[config.mk]
export PLATFORM = sky130hd
export DESIGN_NAME = mpst_ctrl
export DESIGN_NICKNAME = d
export VERILOG_FILES = /design/src/hw/rtl/max_prefix_sum_segment_tree_assert.svh /design/src/hw/rtl/mpst_pkg.sv /design/src/hw/rtl/mpst_ctrl.sv
export SDC_FILE = /design/constraint.sdc
export NUM_CORES = 1
export LEC_CHECK = 0
export ABC_AREA = 1
export BUFFER_PORTS_ARGS = -buffer_cell sky130_fd_sc_hd__buf_2
export CAP_MARGIN = 25
export CORE_AREA = 2 2 39 41
export CTS_CLUSTER_DIAMETER = 30
export DETAILED_ROUTE_END_ITERATION = 10
export DIE_AREA = 0 0 41 43
export PLACE_DENSITY = 0.64
export SLEW_MARGIN = 20
export SYNTH_ARGS = -nofsm -noshare
export SYNTH_HDL_FRONTEND = slang
export SYNTH_SLANG_ARGS = --single-unit
[constraint.sdc]
create_clock -name clk -period 2.65 [get_ports clk]
set_input_delay 0.53 -clock clk [delete_from_list [all_inputs] [get_ports clk]]
set_output_delay 0.53 -clock clk [all_outputs]
set_load 0.01 [all_outputs]
[src/hw/rtl/max_prefix_sum_segment_tree_assert.svh]
// Assertion macros for the max prefix sum segment tree.
// Used by the top level; expects clk and rst in scope.
`ifndef MAX_PREFIX_SUM_SEGMENT_TREE_ASSERT_SVH
`define MAX_PREFIX_SUM_SEGMENT_TREE_ASSERT_SVH

// cond must hold on every edge outside reset
`define MPST_ASSERT_ALWAYS(lbl, cond, msg) \
  lbl: assert property (@(posedge clk) disable iff (rst) (cond)) else $error(msg);

// cons must hold in the same cycle as ante
`define MPST_ASSERT_IMP(lbl, ante, cons, msg) \
  lbl: assert property (@(posedge clk) disable iff (rst) (ante) |-> (cons)) \
    else $error(msg);

// cons must hold in the cycle after ante
`define MPST_ASSERT_NXT(lbl, ante, cons, msg) \
  lbl: assert property (@(posedge clk) disable iff (rst) (ante) |=> (cons)) \
    else $error(msg);

`endif

[src/hw/rtl/mpst_pkg.sv]
// Shared constants and controller/datapath interface types for the
// max prefix sum segment tree. No dependencies.
package mpst_pkg;

  localparam int LEAVES_DEFAULT = 1024;
  localparam int SIZE_W         = 11;
  localparam int IDX_W          = 10;
  localparam int VAL_W          = 32;
  localparam int OUT_W          = 41;
  localparam logic [OUT_W-1:0] OUT_MAX = '1;

  // item opcodes
  localparam logic OP_SET   = 1'b0;
  localparam logic OP_QUERY = 1'b1;

  typedef struct packed {
    logic clr;       // zero one node of the clearing pass
    logic load;      // capture an input item
    logic set_leaf;  // write the leaf of a set item
    logic rd_kl;     // read left child of k
    logic rd_kr;     // read right child of k
    logic wr_node;   // write combined children into k, move up
    logic q_init;    // start a query walk
    logic q_zero;    // empty query range
    logic rd_ql;     // read node l
    logic rd_qr;     // read node r-1
    logic q_acc;     // fold nodes into the accumulators, move up
    logic q_fin;     // join left and right accumulators
    logic q_out;     // load the output register
  } cmd_t;

  typedef struct packed {
    logic clr_last;
    logic is_query;
    logic set_ok;
    logic q_nonempty;
    logic k_root;
    logic l_lt_r;
    logic out_busy;
  } stat_t;

endpackage

[src/hw/rtl/mpst_ctrl.sv]
// Controller state machine for the max prefix sum segment tree.
// Depends on mpst_pkg; drives mpst_dp through cmd_t, watches stat_t.
module mpst_ctrl (
  input  logic           clk,
  input  logic           rst,
  input  logic           in_valid,
  output logic           in_ready,
  input  mpst_pkg::stat_t st,
  output mpst_pkg::cmd_t  cmd
);

  typedef enum logic [3:0] {
    CLEAR, IDLE, DECIDE, S_LEAF, S_RDL, S_RDR, S_WR,
    Q_CHK, Q_RDL, Q_RDR, Q_ACC, Q_FIN, OUT
  } state_t;

  state_t state, state_next;

  always_ff @(posedge clk) begin
    if (rst) begin
      state <= CLEAR;
    end else begin
      state <= state_next;
    end
  end

  always_comb begin
    cmd        = '0;
    state_next = state;
    in_ready   = 1'b0;
    unique case (state)
      CLEAR: begin
        cmd.clr = 1'b1;
        if (st.clr_last) state_next = IDLE;
      end
      IDLE: begin
        in_ready = 1'b1;
        if (in_valid) begin
          cmd.load   = 1'b1;
          state_next = DECIDE;
        end
      end
      DECIDE: begin
        if (st.is_query) begin
          if (st.q_nonempty) begin
            cmd.q_init = 1'b1;
            state_next = Q_CHK;
          end else begin
            cmd.q_zero = 1'b1;
            state_next = OUT;
          end
        end else if (st.set_ok) begin
          state_next = S_LEAF;
        end else begin
          state_next = IDLE;
        end
      end
      S_LEAF: begin
        cmd.set_leaf = 1'b1;
        state_next   = S_RDL;
      end
      S_RDL: begin
        cmd.rd_kl  = 1'b1;
        state_next = S_RDR;
      end
      S_RDR: begin
        cmd.rd_kr  = 1'b1;
        state_next = S_WR;
      end
      S_WR: begin
        cmd.wr_node = 1'b1;
        state_next  = st.k_root ? IDLE : S_RDL;
      end
      Q_CHK: begin
        state_next = st.l_lt_r ? Q_RDL : Q_FIN;
      end
      Q_RDL: begin
        cmd.rd_ql  = 1'b1;
        state_next = Q_RDR;
      end
      Q_RDR: begin
        cmd.rd_qr  = 1'b1;
        state_next = Q_ACC;
      end
      Q_ACC: begin
        cmd.q_acc  = 1'b1;
        state_next = Q_CHK;
      end
      Q_FIN: begin
        cmd.q_fin  = 1'b1;
        state_next = OUT;
      end
      OUT: begin
        // hold until the output register is free
        if (!st.out_busy) begin
          cmd.q_out  = 1'b1;
          state_next = IDLE;
        end
      end
      default: state_next = IDLE;
    endcase
  end

endmodule

==> impl_metrics.env <==
export IMPL_status="completed"
export IMPL_cp_cell_sequence="inv_1, ha_1, nand3_1, inv_1, buf_2"
export IMPL_finalHoldViolCount=0
export IMPL_grt_pass1_wl_um=1910
export IMPL_avgSynthCellArea_um2=5.59
export IMPL_synth_area_mux_share_pct=0
export IMPL_seq_area_frac_synth_pct=15.6
export IMPL_critPathLaunchType="flop"
export IMPL_criticalPathCategory="flop to output pin"
export IMPL_dpl_hpwl_um=1050
export IMPL_vias=619
export IMPL_min_period_over_period_pct=71.3
export IMPL_clock_latency_ps=230
export IMPL_largest_reg_flops=4
export IMPL_antenna_cells=0
export IMPL_drc=0
export IMPL_synth_fp_nets=107
export IMPL_cts_hold_buf=0
export IMPL_min_path_type="input pin to flop"
export IMPL_vdd_ir_drop_max_uv=188
export IMPL_io_pins=24
export IMPL_top_register="state"
export IMPL_yosys_area_share_simple_pct=51.1
export IMPL_cts_setup_buffers=0
export IMPL_worstPathMaxFanout=5
export IMPL_stdcell_area_um2=672
export IMPL_worst_path_buf_inv=3
export IMPL_synth_top_area_share_pct=15.6
export IMPL_slew_violations=0
export IMPL_crit_path_top_delay_cell="dfxtp_1"
export IMPL_die_y_um=43
export IMPL_cts_buffers=3
export IMPL_synthAdderAreaFrac_pct=12.2
export IMPL_synth_xor_area_share_pct=0
export IMPL_cts_tree="done"
export IMPL_nets=135
export IMPL_post_cts_resized=0
export IMPL_place_congestion=0.805
export IMPL_min_period_ps=1890
export IMPL_tightest_slew_ps=249
export IMPL_first_pass_iters=4
export IMPL_drtAntennaViolNets=0
export IMPL_crit_top_cell="inv_1"
export IMPL_ys_seq_elements=4
export IMPL_ys_top_cells_by_area="dfxtp_1 16%, nand2_1 15%, inv_1 12%"
export IMPL_setup_viol=0
export IMPL_leakage_nw=0.420
export IMPL_routedWlPerCell_um=9.09
export IMPL_io_buffers=23
export IMPL_htree_levels=1
export IMPL_reg_largest_list="state x4"
export IMPL_clock_sinks=4
export IMPL_synth_warnings=0
export IMPL_grt_pass1_vias=500
export IMPL_drive_above_1_share_pct=30.5
export IMPL_ys_types=17
export IMPL_critPathMaxStageDelay_ps=390
export IMPL_timing_max_cap_violations=0
export IMPL_max_slew_margin_pct=83.4
export IMPL_yosysMostFrequentCell="nand2_1"
export IMPL_arrival_ps=1360
export IMPL_grt_max_degree=8
export IMPL_area_growth_pct=30.7
export IMPL_cp_end_kind="output pin"
export IMPL_core_um2=1380
export IMPL_fin_tns_setup_ps=0
export IMPL_fin_hold_ws_ps=495
export IMPL_clockBufferDepth=2
export IMPL_path_clk_slew_ps=30
export IMPL_start_util_pct=37.2
export IMPL_max_freq_mhz=529
export IMPL_vias_per_cell=4.62
export IMPL_syn_area_um2=514
export IMPL_place_area_um2=649
export IMPL_p_per_area_nw_per_um2=290
export IMPL_synth_compound_area_share_pct=6.57
export IMPL_antenna_found_initial=0
export IMPL_async_flop_share_pct=0
export IMPL_synth_common_cells="21 x nand2_1, 17 x inv_1, 17 x nor2_1, 10 x nand3_1, 5 x ha_1"
export IMPL_grt_use_total_pct=15.8
export IMPL_grt_ovfl_total=0
export IMPL_wl_um=1220
export IMPL_yosys_area_top_type="dfxtp_1"
export IMPL_rsz0062_at_grt="false"
export IMPL_dieArea_um2=1760
export IMPL_clock_skew_ps=0.0985
export IMPL_drtIter0Drc=15
export IMPL_path_delay_family="flip-flops"
export IMPL_synth_ff_type="dfxtp_1"
export IMPL_die_width_um=41
export IMPL_worst_slack_ps=761
export IMPL_rows=14
export IMPL_synth_edf_count=0
export IMPL_synth_top_family_by_area="simple AND/OR/NAND/NOR gates"
export IMPL_place_ws_ps=1010
export IMPL_synthCells=92
export IMPL_root_buffer="clkbuf_4"
export IMPL_required_ps=2120
[worst paths after layout]
kind	startpoint	endpoint	slack [ps]	cells after the start
setup / recovery	state[2]	in_ready	760	5
hold / removal	rst	state[2]	490	2
setup reg to reg	state[3]	state[1]	1160	7
hold reg to reg	state[3]	state[3]	510	2
[layout by cell type, fill, tap and decap left out]
cell and n:
buf_2 23, nand2_1 21, inv_1 17, nor2_1 17, nand3_1 10, ha_1 5, nor2_2 4, dfxtp_1 4
inv_2 3, a21oi_1 3, clkbuf_4 3, nand4_1 1, nand2_2 1, o21bai_2 1, nor3b_1 1, o211ai_1 1
nand3b_1 1, nor2_4 1, or2_0 1
[cell type report]
type / count / area, µm²
fillers: 148 / 712
inverters: 20 / 75.1
multi-input cells: 68 / 359
clock buffers: 3 / 22.5
flip-flops and latches: 4 / 80.1
well taps: 16 / 20.0
repair buffers: 23 / 115
[per-layer routing]
metal  track usage, %  share of wire, %  up-vias  routed length (µm)
met1             20.0                45      262                 553
met2             24.1                45       19                 544
met3             1.57               7.3        5                  89
met4             10.0               2.5        0                  30
met5                0                 0        -                   0
li1                 -                 -      333                   -
[through the flow]
stage / power [mW] / instances / utilization, %
after global routing: 0.207 / 134 / 48.6
after floorplan: 0.103 / 92 / -
after CTS: 0.199 / 134 / 48.6
after global placement: 0.123 / 131 / 46.9
final: 0.195 / 134 / 48.6
after detailed placement: 0.123 / 131 / 46.9
[cell families after synthesis]
family | Yosys count
AND/OR/NAND/NOR | 58
buffers and inverters | 20
flip-flops | 4
AO/OA/AOI/OAI | 5
adder cells (fa/ha/maj) | 5
[report_power, final]
| group | leakage, nW | total (mW) | switching, mW | internal (mW) |
|---|---|---|---|---|
| logic | 0.374 | 0.0555 | 0.0340 | 0.0215 |
| clock network | 0.0138 | 0.0728 | 0.0223 | 0.0505 |
| registers | 0.0325 | 0.0669 | 0.00412 | 0.0628 |
| total | 0.420 | 0.195 | 0.0605 | 0.135 |
(Power assumes the default switching activity.)
